[src/rtl/pgc_pkg.sv]
// ----------------------------------------------------------------------------
// pgc_pkg - shared types and constants of the pointwise grouped convolution
// fixed field widths, table depths, op codes and lane payload types
// ----------------------------------------------------------------------------
`timescale 1ns / 1ps

package pgc_pkg;

  // fixed port geometry
  localparam int MaxIn       = 4;
  localparam int MaxOut      = 8;
  localparam int WeightDepth = 32;
  localparam int BiasDepth   = 8;
  localparam int BiasIdxW    = $clog2(BiasDepth);
  localparam int CoefIdxW    = 5;

  // fixed point widths: Q8.8 samples, Q4.12 weights, Q12.20 bias and result
  localparam int SampleW = 16;
  localparam int WeightW = 16;
  localparam int BiasW   = 32;
  localparam int ProdW   = SampleW + WeightW;
  localparam int AccW    = 35;
  localparam int OutW    = 32;

  typedef enum logic [1:0] {
    OP_PIXEL  = 2'd0,
    OP_WEIGHT = 2'd1,
    OP_BIAS   = 2'd2
  } op_e;

  typedef logic [MaxIn-1:0][SampleW-1:0]       pix_vec_t;
  typedef logic [WeightDepth-1:0][WeightW-1:0] weight_tab_t;
  typedef logic [BiasDepth-1:0][BiasW-1:0]     bias_tab_t;
  typedef logic [MaxOut-1:0][AccW-1:0]         acc_vec_t;
  typedef logic [MaxOut-1:0][OutW-1:0]         out_vec_t;

  // stage load enables shared by all lanes
  typedef struct packed {
    logic load_s1;
    logic load_s2;
  } pipe_ctrl_t;

endpackage

[src/rtl/pgc_lane.sv]
// ----------------------------------------------------------------------------
// pgc_lane - one output channel of the pointwise convolution
// registered products of the group's samples and weights, then bias + sum
// ----------------------------------------------------------------------------
`timescale 1ns / 1ps

module pgc_lane #(
  parameter int LANE         = 0,
  parameter int IN_CHANNELS  = 4,
  parameter int OUT_CHANNELS = 8,
  parameter int GROUPS       = 1
) (
  input  logic                             clk_i,
  input  pgc_pkg::pipe_ctrl_t              ctrl_i,
  input  pgc_pkg::pix_vec_t                pix_i,
  input  pgc_pkg::weight_tab_t             weights_i,
  input  logic [pgc_pkg::BiasW-1:0]        bias_i,
  output logic [pgc_pkg::AccW-1:0]         acc_o
);

  localparam int GW      = IN_CHANNELS / GROUPS;
  localparam int OPG     = OUT_CHANNELS / GROUPS;
  localparam int GRP_RAW = (OPG > 0) ? (LANE / OPG) : LANE;
  localparam int GRP     = (GRP_RAW > GROUPS - 1) ? (GROUPS - 1) : GRP_RAW;

  logic signed [pgc_pkg::ProdW-1:0] prod_w [pgc_pkg::MaxIn];
  logic signed [pgc_pkg::BiasW-1:0] bias_s1_q;
  logic signed [pgc_pkg::AccW-1:0]  acc_d;
  logic signed [pgc_pkg::AccW-1:0]  acc_q;

  // one multiplier per tap that belongs to this channel's group
  for (genvar i = 0; i < pgc_pkg::MaxIn; i++) begin : g_tap
    localparam int Ch   = GRP * GW + i;
    localparam int Widx = LANE * GW + i;
    if (i < GW && Ch < IN_CHANNELS && Widx < pgc_pkg::WeightDepth) begin : g_on
      logic signed [pgc_pkg::ProdW-1:0] prod_q;
      always_ff @(posedge clk_i) begin
        if (ctrl_i.load_s1) begin
          prod_q <= $signed(pix_i[Ch]) * $signed(weights_i[Widx]);
        end
      end
      assign prod_w[i] = prod_q;
    end else begin : g_off
      assign prod_w[i] = '0;
    end
  end

  always_ff @(posedge clk_i) begin
    if (ctrl_i.load_s1) begin
      bias_s1_q <= $signed(bias_i);
    end
  end

  always_comb begin
    acc_d = pgc_pkg::AccW'(bias_s1_q);
    for (int i = 0; i < pgc_pkg::MaxIn; i++) begin
      acc_d = acc_d + pgc_pkg::AccW'(prod_w[i]);
    end
  end

  always_ff @(posedge clk_i) begin
    if (ctrl_i.load_s2) begin
      acc_q <= acc_d;
    end
  end

  assign acc_o = acc_q;

endmodule

[config.mk]
export PLATFORM = sky130hd
export DESIGN_NAME = pgc_lane
export DESIGN_NICKNAME = d
export VERILOG_FILES = /design/src/rtl/pgc_pkg.sv /design/src/rtl/pgc_lane.sv
export SDC_FILE = /design/constraint.sdc
export NUM_CORES = 2
export LEC_CHECK = 0
export BUFFER_PORTS_ARGS = -buffer_cell sky130_fd_sc_hd__buf_4
export CAP_MARGIN = 20
export CORE_MARGIN = 2
export CORE_UTILIZATION = 55
export DETAILED_ROUTE_END_ITERATION = 8
export PLACE_DENSITY = 0.8
export SYNTH_ARGS = -nofsm -noshare
export SYNTH_HDL_FRONTEND = slang
export SYNTH_SLANG_ARGS = --single-unit
export TNS_END_PERCENT = 30
[constraint.sdc]
create_clock -name clk_i -period 6.9 [get_ports clk_i]
set_input_delay 0.69 -clock clk_i [delete_from_list [all_inputs] [get_ports clk_i]]
set_output_delay 0.69 -clock clk_i [all_outputs]
set_load 0.1 [all_outputs]
==> Implementation_results.wiki <==
{| class="wikitable"
! Metric !! Value
|-
| Sort of element at the start of the critical path || primary input
|-
| Detailed placement HPWL || 96100 microns
|-
| Worst hold path startpoint || bias_i[30]
|-
| Post-detailed-routing wire length || between 100000 and 150000 microns
|-
| # Max-Cap Violations || 0
|-
| CP Data Required Time || 7.10 ns
|-
| Total setup buffers inserted after CTS || 0
|-
| Sequential cell area fraction in the yosys report || between 10% and 20%
|-
| Critical path capture point type || register
|-
| Critical Path AT || just under 7 ns
|-
| H-tree levels || 4
|-
| Depth of the worst register-to-register path || 16
|-
| Fraction of registers with async set or reset after synthesis || 0%
|-
| Slew @ Worst Pin || ~1.1 ns
|-
| Setup repair after global routing missed its margin || false
|-
| Horizontal extent of the die || roughly 300 microns
|-
| Floorplan core area || around 87000 sq um
|-
| Leading post-synthesis cells by cell area || sky130_fd_sc_hd__fa_1, sky130_fd_sc_hd__edfxtp_1, sky130_fd_sc_hd__ha_1
|-
| Clock-pin slew reported for the worst setup and hold paths after clock tree synthesis || 0.07 ns
|-
| Minimum period implied by the final worst setup slack || between 6 and 7 ns
|-
| Most numerous cell types in the synthesized netlist || sky130_fd_sc_hd__inv_1, sky130_fd_sc_hd__fa_1, sky130_fd_sc_hd__nand2_1, sky130_fd_sc_hd__and2_1, sky130_fd_sc_hd__ha_1
|-
| Final ANT Viol Nets || 0
|-
| Worst path slowest cell || sky130_fd_sc_hd__fa_1
|-
| Reg-to-reg endpoint || acc_o[31]
|-
| Highest attainable clock frequency || about 0.15 GHz
|-
| Overflow left after global routing || 0
|-
| Effective utilization at floorplan || 55.7%
|-
| Via count of the first global-routing pass || between 30000 and 40000
|-
| DRT iter0 DRCs || 1926
|-
| End point of the worst hold path || bias_s1_q[30]
|-
| Global-route wire length before repair || ~190000 microns
|-
| Worst Skew || approximately 0.0093 ns
|-
| #FFs+latches synth || roughly 200
|-
| Final worst hold slack || 0.404 ns
|-
| Yosys top cell area share || 47.3%
|-
| Post-detailed-route wirelength per cell || 18.0 microns
|-
| Cell area after technology mapping || approximately 48000 sq um
|-
| Count of clock tree sinks || a little under 200
|-
| Type of the worst setup path || primary input to register
|-
| Cell chain of the critical path || buf_4, and2_1, fa_1, inv_1, fa_1, fa_1, inv_1, fa_1, fa_1, inv_1, fa_1, inv_1, ha_1, nand4_1, inv_1, nand4_1, o31ai_1, buf_4, nor4b_1, a2111oi_0, buf_4, nand3_1, a31oi_1, xnor2_1
|-
| Root buffer cell || sky130_fd_sc_hd__clkbuf_16
|-
| Fin crit share || a little over nine tenths
|-
| Placement Rows || 108
|-
| First-pass DRT Iterations || 5
|-
| RePlAce Congestion || 0.923
|-
| Count of unique library cells instantiated by Yosys || 67
|-
| Crit path buffers/inverters || 8
|-
| Post-synthesis net count || roughly 6900
|-
| Vias per cell || 5.36
|-
| Full die area || ~90000 sq um
|-
| Total number of vias || around 33000
|-
| Number of enable-type register cells in the synthesized netlist || 195
|-
| Net total in the final layout || approximately 7100
|-
| Total of cells resized after clock tree synthesis || 0
|-
| Number of buffers on the longest clock path || 2
|-
| Insertion delay to the later sink of the worst-skew pair || between 0.4 and 0.5 ns
|-
| Largest driver fanout on the critical path || 16
|-
| Top cell by count, worst path || sky130_fd_sc_hd__fa_1
|-
| Hold Vio Cnt, Final || 0
|-
| Worst slew margin || 28.8%
|-
| Number of failing setup endpoints in the final timing report || 0
|-
| Reg-to-reg setup timing slack || between 1.5 and 2 ns
|-
| Clock tree from TritonCTS || built
|-
| Height of the die || 301 microns
|-
| Cell depth of the worst hold path || 1
|-
| Mean cell area of the mapped netlist || around 10 sq um
|-
| Ports placed on the boundary || 646
|-
| Most repeated cell in the gate-level netlist after synthesis || sky130_fd_sc_hd__inv_1
|-
| Layout overhead on the synthesized area || 7.54%
|-
| Maximum number of pins on one net before global-route repair || 108
|-
| Cts bufs inserted || 17
|-
| Leading area contributor after synthesis || sky130_fd_sc_hd__fa_1
|-
| Initial antenna violation count || 19
|-
| Remaining routing DRC violations || 0
|-
| Largest delay share family, worst path || adder cells
|-
| Hold-fix buffer count after cts || 0
|-
| R2r startpoint || bias_s1_q[1]
|-
| Worst hold path class || primary input to register
|-
| Crit path largest cell delay || ~0.55 ns
|-
| Share of final-layout standard cells stronger than drive strength 1 || between 6 and 7%
|-
| Number of standard cells after synthesis || ~4800
|-
| YS warnings || 0
|-
| Top FF cell, synth || sky130_fd_sc_hd__edfxtp_1
|-
| Count of input and output buffers || 197
|-
| Outcome || finished clean
|-
| GRT Util Overall || approximately a quarter
|-
| Count of pins over their slew limit || 0
|}
## flip-flops by register name, indices dropped and copies added, names as in the netlist
register / cells
g_tap.g_on.prod_q: 128
acc_o: 35
bias_s1_q: 32
## final cells by class
cell class | count | area [sq um]
antenna | 4 | 10.0
timing repair buffer | 284 | 2140
inverter | 1172 | 4400
clock inverter | 15 | 155
multi-input combinational | 3316 | 37700
fill | 7079 | 34900
tap | 1155 | 1450
clock buffer | 17 | 425
sequential | 195 | 5860
## worst register-to-register path, delay by kind of cell, from the launching register on
kind,cells,cell delay [ns]
flops,1,0.42
compound gates,7,2.08
fa+ha+maj,5,2.16
simple gates,1,0.21
buf+inv,3,0.21
## worst max-delay path by stage
stage                                    end  depth (start not counted)           from  slack [ns]
detailed placement  g_tap[1].g_on.prod_q[31]                         24  weights_i[20]       -0.05
global route        g_tap[1].g_on.prod_q[31]                         24  weights_i[20]        0.12
CTS                 g_tap[1].g_on.prod_q[31]                         24  weights_i[20]        0.39
global placement    g_tap[1].g_on.prod_q[29]                         24      pix_i[24]        0.04
floorplan           g_tap[1].g_on.prod_q[30]                         21      pix_i[31]        0.36
finish              g_tap[1].g_on.prod_q[31]                         24      pix_i[24]        0.36
## cells by family (layout without fill, tap and decap cells)
family                     Yosys count  after routing  share of synthesized area, %
AOI/OAI and AO/OA                  363            363                          4.90
xor gates and xnor gates           165            165                          2.98
adders and majority gates         1509           1509                          56.7
buffers and inverters             1308           1488                          10.1
DFF                                195            195                          12.1
muxes                                2              2                        0.0413
other                                0              4                             0
and+or+nand+nor                   1277           1277                          13.2
## stage by stage
stage               cells  area (sq um)  util (%)  setup TNS, ns  setup WS, ns
floorplan            4819         48500         -              0         0.356
finish               6158         52100      59.9              0         0.361
global placement     6122         51600      59.2              0        0.0406
detailed placement   6122         51600      59.2        -0.0870       -0.0496
global route         6155         52100      59.9              0         0.118
CTS                  6154         52100      59.9              0         0.394
## per-layer routing
layer  wire length, microns  vias to the layer above  track usage (%)
met1                  44200                    16900             34.7
li1                       -                    14700                -
met4                   3310                       26             7.32
met2                  54000                     1117             43.0
met5                    165                        -                0
met3                   9270                      247             6.45
## cell usage in the layout (no fill, tap or decap), types with 22 or more instances in the layout
| cell type | n |
|---|---|
| sky130_fd_sc_hd__a21o_1 | 48 |
| sky130_fd_sc_hd__a21oi_1 | 108 |
| sky130_fd_sc_hd__and2_1 | 499 |
| sky130_fd_sc_hd__buf_4 | 283 |
| sky130_fd_sc_hd__edfxtp_1 | 195 |
| sky130_fd_sc_hd__fa_1 | 1146 |
| sky130_fd_sc_hd__ha_1 | 363 |
| sky130_fd_sc_hd__inv_1 | 1172 |
| sky130_fd_sc_hd__nand2_1 | 506 |
| sky130_fd_sc_hd__nand2b_1 | 32 |
| sky130_fd_sc_hd__nand3_1 | 22 |
| sky130_fd_sc_hd__nor2_1 | 125 |
| sky130_fd_sc_hd__o21ai_0 | 62 |
| sky130_fd_sc_hd__xnor2_1 | 124 |
| sky130_fd_sc_hd__xor2_1 | 41 |
Power is left out: the tool's default activity adds up to more than one toggle a clock period on the data nets, which glitch-free logic cannot reach.
