File: src/rtl/pgc_pkg.sv
// ----------------------------------------------------------------------------
// pgc_pkg - shared types and constants of the pointwise grouped convolution
// fixed field widths, table depths, op codes and lane payload types
// ----------------------------------------------------------------------------
`timescale 1ns / 1ps

package pgc_pkg;

  // fixed port geometry
  localparam int MaxIn       = 4;
  localparam int MaxOut      = 8;
  localparam int WeightDepth = 32;
  localparam int BiasDepth   = 8;
  localparam int BiasIdxW    = $clog2(BiasDepth);
  localparam int CoefIdxW    = 5;

  // fixed point widths: Q8.8 samples, Q4.12 weights, Q12.20 bias and result
  localparam int SampleW = 16;
  localparam int WeightW = 16;
  localparam int BiasW   = 32;
  localparam int ProdW   = SampleW + WeightW;
  localparam int AccW    = 35;
  localparam int OutW    = 32;

  typedef enum logic [1:0] {
    OP_PIXEL  = 2'd0,
    OP_WEIGHT = 2'd1,
    OP_BIAS   = 2'd2
  } op_e;

  typedef logic [MaxIn-1:0][SampleW-1:0]       pix_vec_t;
  typedef logic [WeightDepth-1:0][WeightW-1:0] weight_tab_t;
  typedef logic [BiasDepth-1:0][BiasW-1:0]     bias_tab_t;
  typedef logic [MaxOut-1:0][AccW-1:0]         acc_vec_t;
  typedef logic [MaxOut-1:0][OutW-1:0]         out_vec_t;

  // stage load enables shared by all lanes
  typedef struct packed {
    logic load_s1;
    logic load_s2;
  } pipe_ctrl_t;

endpackage

File: src/rtl/pgc_merge.sv
// ----------------------------------------------------------------------------
// pgc_merge - result stage of the pointwise convolution
// saturates every lane sum to 32 bits, output register plus skid register
// ----------------------------------------------------------------------------
`timescale 1ns / 1ps

module pgc_merge (
  input  logic                clk_i,
  input  logic                rst_ni,
  input  logic                valid_i,
  output logic                ready_o,
  input  pgc_pkg::acc_vec_t   acc_i,
  output logic                valid_o,
  input  logic                ready_i,
  output pgc_pkg::out_vec_t   data_o
);

  localparam int OutW = pgc_pkg::OutW;
  localparam int AccW = pgc_pkg::AccW;

  pgc_pkg::out_vec_t sat_w;
  pgc_pkg::out_vec_t out_dat_d, out_dat_q;
  pgc_pkg::out_vec_t skid_dat_d, skid_dat_q;
  logic              out_vld_d, out_vld_q;
  logic              skid_vld_d, skid_vld_q;
  logic              take;

  // clamp each lane to the signed 32-bit range
  always_comb begin
    for (int k = 0; k < pgc_pkg::MaxOut; k++) begin
      if (acc_i[k][AccW-1:OutW-1] == '0 || acc_i[k][AccW-1:OutW-1] == '1) begin
        sat_w[k] = acc_i[k][OutW-1:0];
      end else if (acc_i[k][AccW-1]) begin
        sat_w[k] = {1'b1, {(OutW-1){1'b0}}};
      end else begin
        sat_w[k] = {1'b0, {(OutW-1){1'b1}}};
      end
    end
  end

  assign ready_o = !skid_vld_q;
  assign take    = valid_i && !skid_vld_q;

  always_comb begin
    out_vld_d  = out_vld_q;
    out_dat_d  = out_dat_q;
    skid_vld_d = skid_vld_q;
    skid_dat_d = skid_dat_q;
    if (!out_vld_q || ready_i) begin
      out_vld_d  = skid_vld_q || take;
      out_dat_d  = skid_vld_q ? skid_dat_q : sat_w;
      skid_vld_d = 1'b0;
    end else if (take) begin
      skid_vld_d = 1'b1;
      skid_dat_d = sat_w;
    end
  end

  always_ff @(posedge clk_i or negedge rst_ni) begin
    if (!rst_ni) begin
      out_vld_q  <= 1'b0;
      skid_vld_q <= 1'b0;
    end else begin
      out_vld_q  <= out_vld_d;
      skid_vld_q <= skid_vld_d;
    end
  end

  always_ff @(posedge clk_i) begin
    out_dat_q  <= out_dat_d;
    skid_dat_q <= skid_dat_d;
  end

  assign valid_o = out_vld_q;
  assign data_o  = out_dat_q;

endmodule

File: config.mk
export PLATFORM = sky130hd
export DESIGN_NAME = pgc_merge
export DESIGN_NICKNAME = d
export VERILOG_FILES = /design/src/rtl/pgc_pkg.sv /design/src/rtl/pgc_merge.sv
export SDC_FILE = /design/constraint.sdc
export NUM_CORES = 1
export LEC_CHECK = 0
export ABC_AREA = 1
export BUFFER_PORTS_ARGS = -buffer_cell sky130_fd_sc_hd__buf_2
export CAP_MARGIN = 15
export CORE_MARGIN = 2
export CORE_UTILIZATION = 45
export CTS_BUF_LIST = sky130_fd_sc_hd__clkbuf_8
export DETAILED_ROUTE_END_ITERATION = 12
export GPL_ROUTABILITY_DRIVEN = 0
export MAX_ROUTING_LAYER = met4
export PLACE_DENSITY = 0.65
export SLEW_MARGIN = 40
export SYNTH_ARGS = -nofsm -noshare
export SYNTH_HDL_FRONTEND = slang
export SYNTH_SLANG_ARGS = --single-unit
File: constraint.sdc
create_clock -name clk_i -period 35.1 [get_ports clk_i]
set_input_delay 7.02 -clock clk_i [delete_from_list [all_inputs] [get_ports clk_i]]
set_output_delay 7.02 -clock clk_i [all_outputs]
set_load 0.02 [all_outputs]
==> results of run 1 <==
==> final timing paths <==
path | startpoint | endpoint | slack [ns]
min in group asynchronous | rst_ni | skid_vld_q$_DFFE_PN0P_ | 6.15
min reg2reg | skid_dat_q[83]$_DFFE_PP_ | data_o[83]$_DFFE_PN_ | 0.49
max | skid_vld_q$_DFFE_PN0P_ | ready_o | 25.98
min | skid_dat_q[83]$_DFFE_PP_ | data_o[83]$_DFFE_PN_ | 0.49
max in group asynchronous | rst_ni | skid_vld_q$_DFFE_PN0P_ | 28.84
max reg2reg | skid_vld_q$_DFFE_PN0P_ | skid_dat_q[187]$_DFFE_PP_ | 32.01
==> cells in the mapped netlist, drive strengths merged <==
master / count
nand3: 256
inv: 24
nand2: 1037
buf: 98
nor2: 19
clkinv: 2
edfxtp: 512
clkbuf: 39
dfrtp: 2
o21ai: 24
==> state kept, by name, indices dropped and copies added, names as in the netlist <==
name	count
data_o	256
skid_dat_q	256
skid_vld_q	1
valid_o	1
==> layout make-up <==
type	instances	area, um2
fill	4370	22700
sequential	514	15400
multi-input combinational	1336	6360
timing repair buffer	563	2950
clock buffer	91	1250
tap	672	841
clock inverter	64	292
inverter	26	105
antenna	14	35.0
==> per-stage QoR <==
stage | hold WS (ns) | setup WS [ns] | utilization, % | area (um2) | power [mW]
finish | 0.491 | 25.98 | 54.6 | 27300 | 1.48
global route | 0.524 | 25.85 | 54.6 | 27300 | 1.54
CTS | 0.489 | 25.87 | 54.5 | 27200 | 1.50
detailed placement | 0.503 | 25.41 | 51.4 | 25700 | 1.01
global placement | 0.500 | 24.98 | 51.0 | 25500 | 1.01
floorplan | 0.490 | 1.29 | - | 22700 | 0.936
==> critical path, delay by kind of cell (launching register included) <==
kind | cells | cell delay (ns)
flip-flops | 1 | 0.69
buffers and inverters | 2 | 0.71
==> power groups by stage <==
stage | clock [mW] | sequential (mW) | combinational (mW)
floorplan | 0 | 0.829 | 0.106
global placement | 0 | 0.775 | 0.231
detailed placement | 0 | 0.774 | 0.236
CTS | 0.497 | 0.763 | 0.237
global route | 0.520 | 0.766 | 0.256
finish | 0.483 | 0.762 | 0.234
==> per-layer routing <==
| layer | track usage (%) | vias up |
|---|---|---|
| met4 | 8.66 | 0 |
| met1 | 28.4 | 7836 |
| met5 | - | - |
| li1 | - | 7829 |
| met3 | 5.91 | 121 |
| met2 | 35.0 | 682 |
==> kinds of logic after synthesis <==
family | count (synthesis) | synth area share (%)
AND/OR/NAND/NOR | 1312 | 26.6
flip-flops | 514 | 68.0
buffers and inverters | 163 | 4.56
AO/OA/AOI/OAI | 24 | 0.795
==> summary.md, run 1 <==
| Metric | Value |
|---|---|
| Final hold viol count | 0 |
| Most frequent cells in the layout | nand2_1, buf_2, edfxtp_1 |
| Number of CTS-inserted buffers | 86 |
| Die Ht | 228 um |
| Drt first pass iters | 5 |
| Starting Density | ~45% |
| Number of port buffers | 541 |
| CP Class | register to output pin |
| Seq/Total Area, Yosys | 68.0% |
| Endpoints failing setup | 0 |
| Die X-Extent | 228 um |
| Ys Warns | 0 |
| Final Cycle Share | 26.0% |
| CTS tree | done |
| Clock network fraction of total power | ~33% |
| Syn Nets | 2297 |
| Post-Route WL | 58700 um |
| Via count | 16468 |
| Flop pwr share | 51.5% |
| WL met2 | about 28000 um |
| Yosys cell types | 19 |
| Area grow syn2layout | 20.2% |
| Htree depth | 3 |
| DIE AREA | roughly 0.052 mm2 |
| Placed Instances | 3111 |
| CP Cell Sequence | inv_8, buf_2 |
| Outcome | completed |
| Num ports | 542 |
| Clock Path Buffers | 3 |
| Gate count of the mapped netlist | 2013 |
| Initial antenna violation count | 14 |
| # resized after CTS | 0 |
| Maximum vdd drop | approximately 0.027 mV |
| Comb pwr share | between 10% and 20% |
| Worst setup EP type | output pin |
| Int Power | 1.06 mW |
| Net Sw Frac | 28.5% |
| GRT Residual Overflow | 0 |
| M1 wire length | 24000 um |
| Met3 WL | 4900 um |
| Fin cells | between 3000 and 4000 |
| Reg2reg path depth | 5 |
| Slew margin rel. | 43.2% |
| CTS clk-pin slew, worst paths | 0.06 ns |
| Startpoint Class | register |
| Mean Syn Cell Area | 11.3 um2 |
| Pwr per Cell Area | 54.3 mW/mm2 |
| DR WL/cell | 17.9 um |
| Slew Viols, Final | 0 |
| Top Metal Used | met4 |
| Drc violations | 0 |
| Max incr delay on CP | around 0.69 ns |
| First-pass GRT wire length | 89400 um |
| Post-Syn Area | 0.0227 mm2 |
| Max Clock Skew | ~0.024 ns |
| Post-synth top area share | about two thirds |
| HP Class | register to register |
| Setup Buffers After CTS | 0 |
| Routed Antenna Nets | 0 |
| LEAKAGE | 12.0 nW |
| Row count | 82 |
| Largest net degree at the start of global routing | 96 |
| Data arrival, critical path | 2.10 ns |
| Vias in the first global route | between 15000 and 20000 |
| Sum Neg Setup Slack | 0 ns |
| Top cells by area, synth | edfxtp_1, nand2_1, nand2_2 |
| Total GRT Usage | 22.5% |
| Max-cap violations | 0 |
| Layout cells sized above 1 | between 30% and 40% |
| Sw power | around 0.42 mW |
| Commonest non-fill, non-tap cell in the layout | nand2_1 |
| Final nets | 2811 |
| Crit-path max FO | 86 |
| Vias/cell | 5.02 |
| CP Data Required Time | 28.08 ns |
| Clk sink count | slightly above 500 |
| Minimum clock period | 9.12 ns |
| Core Region | 0.0500 mm2 |
| Latest clock arrival within the worst-skew pair | 0.66 ns |
| Final HPWL DP | 37500 um |
| Yosys reg bits | 514 |
| Iter 0 DRT Violations | 1202 |
| Cell with the largest stage delay on the worst path | dfrtp_4 |
| WHS Path Cells | 2 |
| Worst-margin pin slew | ~0.85 ns |
| Max Fclk | approximately 110 MHz |
| Root Driver | clkbuf_8 |
| Cell taking the most area after synthesis | edfxtp_1 |
| # hold bufs at CTS | 0 |
| RSZ-0062 raised after global routing | false |
Power figures use the tool's default switching activity.
==> run 2: changes to the inputs <==
Clock period 35.1 ns to 8.7 ns, I/O delays scaled along.
==> run 2 against run 1 <==
Worst setup slack lost 21 ns; sequential share of layout area fell by 0.11 points; largest power group unchanged; register-to-register slack got worse by 27 ns; combinational power rose to 4.1 times the previous value; core utilization increased by 0.11 points; cell count is 0.30% higher; wire length hardly changed; final area grew 0.19%; clock power grew to 4.0 times the previous value; power rose to 4.0 times the previous value.
==> summary.md, run 2 (synthesis gave the netlist of run 1 again) <==
| Metric | Value |
|---|---|
| Startpoint Class | register |
| Slew margin rel. | 43.5% |
| Pwr per Cell Area | 218 mW/mm2 |
| Worst-margin pin slew | 0.844 ns |
| Routed Antenna Nets | 0 |
| Drc violations | 0 |
| Drt first pass iters | 7 |
| Maximum vdd drop | 0.164 mV |
| Most frequent cells in the layout | nand2_1, buf_2, edfxtp_1 |
| Placed Instances | 3111 |
| Final hold viol count | 0 |
| Endpoints failing setup | 0 |
| Vias/cell | 4.96 |
| WP buf/inv | 2 |
| Post-Route WL | 58600 um |
| Minimum clock period | 3.88 ns |
| Number of CTS-inserted buffers | 86 |
| Commonest non-fill, non-tap cell in the layout | nand2_1 |
| Placement Setup Slack | 4.40 ns |
| Final HPWL DP | roughly 38000 um |
| Iter 0 DRT Violations | 1359 |
| Total GRT Usage | 22.7% |
| LEAKAGE | 12.0 nW |
| # hold bufs at CTS | 0 |
| Fin cells | 3290 |
| CTS tree | done |
| DIE AREA | 0.0522 mm2 |
| First-pass GRT wire length | 90000 um |
| Root Driver | clkbuf_8 |
| Cell with the largest stage delay on the worst path | dfrtp_4 |
| CP Cell Sequence | inv_8, buf_2 |
| Layout cells sized above 1 | a little over a third |
| # resized after CTS | 0 |
| CP Class | register to output pin |
| DR WL/cell | between 15 and 20 um |
| Vias in the first global route | 16378 |
| CTS clk-pin slew, worst paths | about 0.06 ns |
| Top Family by Delay on Critical Path | buffers and inverters |
| Area grow syn2layout | 20.4% |
| Sum Neg Setup Slack | 0 ns |
| Outcome | completed |
| Worst setup EP type | output pin |
| Die Ht | roughly 230 um |
| Htree depth | 3 |
| Max Clock Skew | about 0.016 ns |
| Max-cap violations | 0 |
| HP Class | register to register |
| Final nets | 2813 |
| RSZ-0062 raised after global routing | false |
| Die X-Extent | roughly 230 um |
| Via count | 16324 |
| Num ports | 542 |
| Data arrival, critical path | 2.14 ns |
| Max incr delay on CP | 0.68 ns |
| Initial antenna violation count | 21 |
| Clock Path Buffers | 3 |
| Row count | 82 |
| Number of port buffers | 541 |
| Slew Viols, Final | 0 |
| Final Cycle Share | between 40 and 50% |
| Clk sink count | 514 |
| GRT Residual Overflow | 0 |
| Final WS setup | about 4.8 ns |
| CP Data Required Time | a little under 7 ns |
| Latest clock arrival within the worst-skew pair | between 0.6 and 0.7 ns |
| Final Power | 5.96 mW |
| Core Region | about 0.05 mm2 |
| Largest net degree at the start of global routing | between 90 and 100 |
| Starting Density | 45.4% |
| Crit-path max FO | 96 |
| Max Fclk | 258 MHz |
| Setup Buffers After CTS | 0 |
-- run 2: cell types whose count changed in the layout (fill, tap and decap cells not counted), moves of 2 or more --
cell	previous run	this run
clkinv_2	4	9
diode_2	14	20
buf_16	1	3
clkinv_1	18	29
inv_1	61	49
clkbuf_8	91	88
buf_6	7	9
-- run 2: power by group --
group / leakage (nW) / internal (mW) / switching, mW
clock: 0.868 / 0.972 / 0.962
combinational: 6.11 / 0.277 / 0.673
sequential: 4.97 / 3.00 / 0.0737
-- run 2: worst min-delay path, cell delays in order, from the launching register on --
cell and delay [ns]:
edfxtp_1 0.31, nand2_1 0.05, nand2_1 0.05
-- run 2: path summary, 6_finish.rpt --
check | start | to | slack (ns) | cells past startpoint
setup / recovery | skid_vld_q$_DFFE_PN0P_ | ready_o | 4.82 | 2
hold / removal | skid_dat_q[35]$_DFFE_PP_ | data_o[35]$_DFFE_PN_ | 0.51 | 2
setup reg to reg | skid_vld_q$_DFFE_PN0P_ | skid_dat_q[136]$_DFFE_PP_ | 5.38 | 5
hold reg to reg | skid_dat_q[35]$_DFFE_PP_ | data_o[35]$_DFFE_PN_ | 0.51 | 2
max in group asynchronous | rst_ni | skid_vld_q$_DFFE_PN0P_ | 7.71 | 1
min in group asynchronous | rst_ni | skid_vld_q$_DFFE_PN0P_ | 0.88 | 1
-- run 2: per-layer routing --
metal  GRT usage [%]  part of all wire, %  routed length [um]
met1            27.7                   40               23600
met2            34.8                   48               27900
met3            6.41                  8.6                5060
met4            11.0                  3.5                2050
met5               -                    0                   0
-- run 2: cell type report --
cell class                 instances  area (um2)
sequential                       514       15400
tap                              672         841
inverter                          26         105
clock inverter                    69         320
timing repair buffer             565        2990
fill                            4389       22700
clock buffer                      88        1210
multi-input combinational       1336        6370
antenna                           20        50.0
-- run 2: metrics by stage --
stage | hold slack [ns] | util, % | instance area (um2)
final | 0.509 | 54.7 | 27300
after CTS | 0.510 | 54.4 | 27200
after global placement | 0.499 | 51.0 | 25500
after detailed placement | 0.500 | 51.4 | 25700
after global routing | 0.521 | 54.7 | 27300
after floorplan | 0.490 | - | 22700
==> run 3: changes to the inputs <==
Settings changed: ABC_AREA 1 to 0, PLACE_DENSITY 0.65 to 0.68.
Clock period 8.7 ns to 3.32 ns, I/O delays scaled along.
==> run 3 against run 2 <==
Combinational power increased by 150%; core utilization rose by 1.0 points; sequential share of layout area about the same; global-route usage up 0.34 points; power grew to 2.6 times the previous value; via count up 2.8%; synthesized cell count fell by 12%; worst setup slack got worse by 4.0 ns; non-clock buffer count up 26; die area shrank 1.2%.
==> summary.md, run 3 <==
| Metric | Value |
|---|---|
| Outcome | completed |
| Area grow syn2layout | 22.0% |
| Pwr per Cell Area | roughly 580 mW/mm2 |
| Max-cap violations | 0 |
| Number of CTS-inserted buffers | 85 |
| Slew margin rel. | between 40% and 50% |
| Initial antenna violation count | 14 |
| Die Ht | 227 um |
| Row count | 81 |
| Number of port buffers | 541 |
| CTS tree | done |
| Start point of the worst hold path | valid_i |
| Routed Antenna Nets | 0 |
| Num ports | 542 |
| Clk sink count | 514 |
| Async S/R FF share, synth | 0.389% |
| Core Region | 0.0491 mm2 |
| Drt first pass iters | 5 |
| Starting Density | 45.7% |
| Vias in the first global route | 15929 |
| Worst setup EP type | output pin |
| Final nets | 2530 |
| Maximum vdd drop | 0.411 mV |
| R2R Path End | skid_dat_q[216]$_DFFE_PP_ |
| Drc violations | 0 |
| WHS Path Cells | 3 |
| Final WS setup | around 0.84 ns |
| Yosys reg bits | roughly 500 |
| Seq/Total Area, Yosys | between 60 and 70% |
| Post-synth EDFFs | 512 |
| Commonest non-fill, non-tap cell in the layout | buf_2 |
| Ys Warns | 0 |
| Total GRT Usage | 23.0% |
| Top cells by area, synth | edfxtp_1, o311ai_1, o22ai_1 |
| Cell taking the most area after synthesis | edfxtp_1 |
| Max incr delay on CP | 0.87 ns |
| Post-synth top area share | 68.7% |
| Register-to-register path setup slack | just under 1 ns |
| Endpoints failing setup | 0 |
| Final hold viol count | 0 |
| Commonest cells post-synth | edfxtp_1, inv_1, nand2_1 |
| Flop pwr share | roughly half |
| Final instance area | 0.0273 mm2 |
| HP Class | input port to register |
| LEAKAGE | between 10 and 15 nW |
| Dpl cell area | roughly 0.026 mm2 |
| DIE AREA | slightly above 0.05 mm2 |
| Syn Nets | roughly 2000 |
| Sum Neg Setup Slack | 0 ns |
| Vias/cell | 5.61 |
| Root Driver | clkbuf_8 |
| First-pass GRT wire length | 89400 um |
| Net Sw Frac | 27.8% |
| RSZ-0062 raised after global routing | false |
| Htree depth | 3 |
| Yosys cell types | 20 |
| GRT Residual Overflow | 0 |
| WHS Endpoint | valid_o$_DFFE_PN0N_ |
| Data arrival, critical path | between 1.5 and 2 ns |
| Final Cycle Share | 74.6% |
| DR WL/cell | 20.1 um |
| Layout cells sized above 1 | 31.2% |
| Post-Syn Area | 0.0224 mm2 |
| Minimum clock period | 2.48 ns |
| Via count | approximately 17000 |
| Int Power | 11.4 mW |
| # resized after CTS | 0 |
| Mean Syn Cell Area | 12.7 um2 |
| Die X-Extent | between 200 and 250 um |
| Final HPWL DP | approximately 39000 um |
| CTS clk-pin slew, worst paths | 0.06 ns |
| Clock network fraction of total power | 33.9% |
| Latest clock arrival within the worst-skew pair | 0.67 ns |
| Comb pwr share | 15.0% |
| Most frequent cells in the layout | buf_2, edfxtp_1, inv_1 |
| Crit-path max FO | 44 |
| CP Cell Sequence | inv_1, buf_2 |
| CP Class | register to output pin |
| Max Clock Skew | 0.0405 ns |
| Largest net degree at the start of global routing | 143 |
| Primary FF master, synth | edfxtp_1 |
| Reg2reg path depth | 2 |
| Worst reg2reg path startpoint | skid_vld_q$_DFFE_PN0P_ |
| Final Util | 55.7% |
| Placement Setup Slack | 0.833 ns |
| Iter 0 DRT Violations | 1379 |
| Clock Path Buffers | 3 |
| Post-Route WL | 60100 um |
| Startpoint Class | register |
| Gate count of the mapped netlist | 1762 |
| Sw power | 4.37 mW |
| Worst-margin pin slew | 0.815 ns |
| Slew Viols, Final | 0 |
| CP Data Required Time | 2.66 ns |
| Max Fclk | 404 MHz |
| Cell with the largest stage delay on the worst path | dfrtp_4 |
| Most common cell in the synthesized netlist | edfxtp_1 |
-- run 3: metal layers --
layer	share of wire (%)	up-vias	track usage [%]	routed length, um
li1	-	7783	-	-
met1	39	8139	28.9	23700
met2	49	766	36.0	29700
met3	8.6	98	5.25	5160
met4	2.6	0	9.93	1580
met5	0	-	-	0
-- run 3: worst max path at each step --
stage                           startpoint                 endpoint  slack (ns)  depth (start not counted)
floorplan                          ready_i  skid_dat_q[0]$_DFFE_PP_      -19.02                          2
global placement                acc_i[276]    data_o[249]$_DFFE_PN_        0.90                          5
detailed placement              acc_i[276]    data_o[226]$_DFFE_PN_        0.83                          5
CTS                 skid_vld_q$_DFFE_PN0P_                  ready_o        0.74                          2
global route        skid_vld_q$_DFFE_PN0P_                  ready_o        0.74                          2
finish              skid_vld_q$_DFFE_PN0P_                  ready_o        0.84                          2
-- run 3: timing repair --
action | 4_1_cts | 5_1_grt
setup buffers | 0 | 0
hold buffers | 1 | 0
hold endpoints to repair | 2 | 0
-- run 3: cell type report --
type,instances,area (um2)
clock buffer,85,1170
fill,4146,21700
multi-input combinational,797,5220
antenna,15,37.5
inverter,257,965
tap,664,831
timing repair buffer,591,3240
sequential,514,15400
clock inverter,70,430
-- run 3: cells by family after synthesis --
family	Yosys count	share of synthesized area, %
buf+inv	451	8.15
compound gates	512	17.5
flops	514	68.9
simple gates	285	5.52
-- run 3: critical path: cells and delay by family (launching register included) --
kind     cells  cell delay [ns]
flops        1             0.87
buf+inv      2             0.27
-- run 3: stage by stage --
| stage | power, mW | cells | hold slack, ns |
|---|---|---|---|
| after floorplan | 9.71 | 1762 | 0.368 |
| after global placement | 10.5 | 2821 | 0.449 |
| after global routing | 16.4 | 2992 | 0.212 |
| after detailed placement | 10.5 | 2821 | 0.456 |
| final | 15.7 | 2993 | 0.221 |
| after CTS | 15.9 | 2977 | 0.148 |
-- run 3: power by group through the flow --
| stage | clock network (mW) | logic [mW] | registers, mW |
|---|---|---|---|
| floorplan | 0 | 1.01 | 8.70 |
| global placement | 0 | 2.31 | 8.17 |
| detailed placement | 0 | 2.36 | 8.17 |
| CTS | 5.46 | 2.36 | 8.04 |
| global route | 5.73 | 2.56 | 8.08 |
| finish | 5.33 | 2.37 | 8.04 |
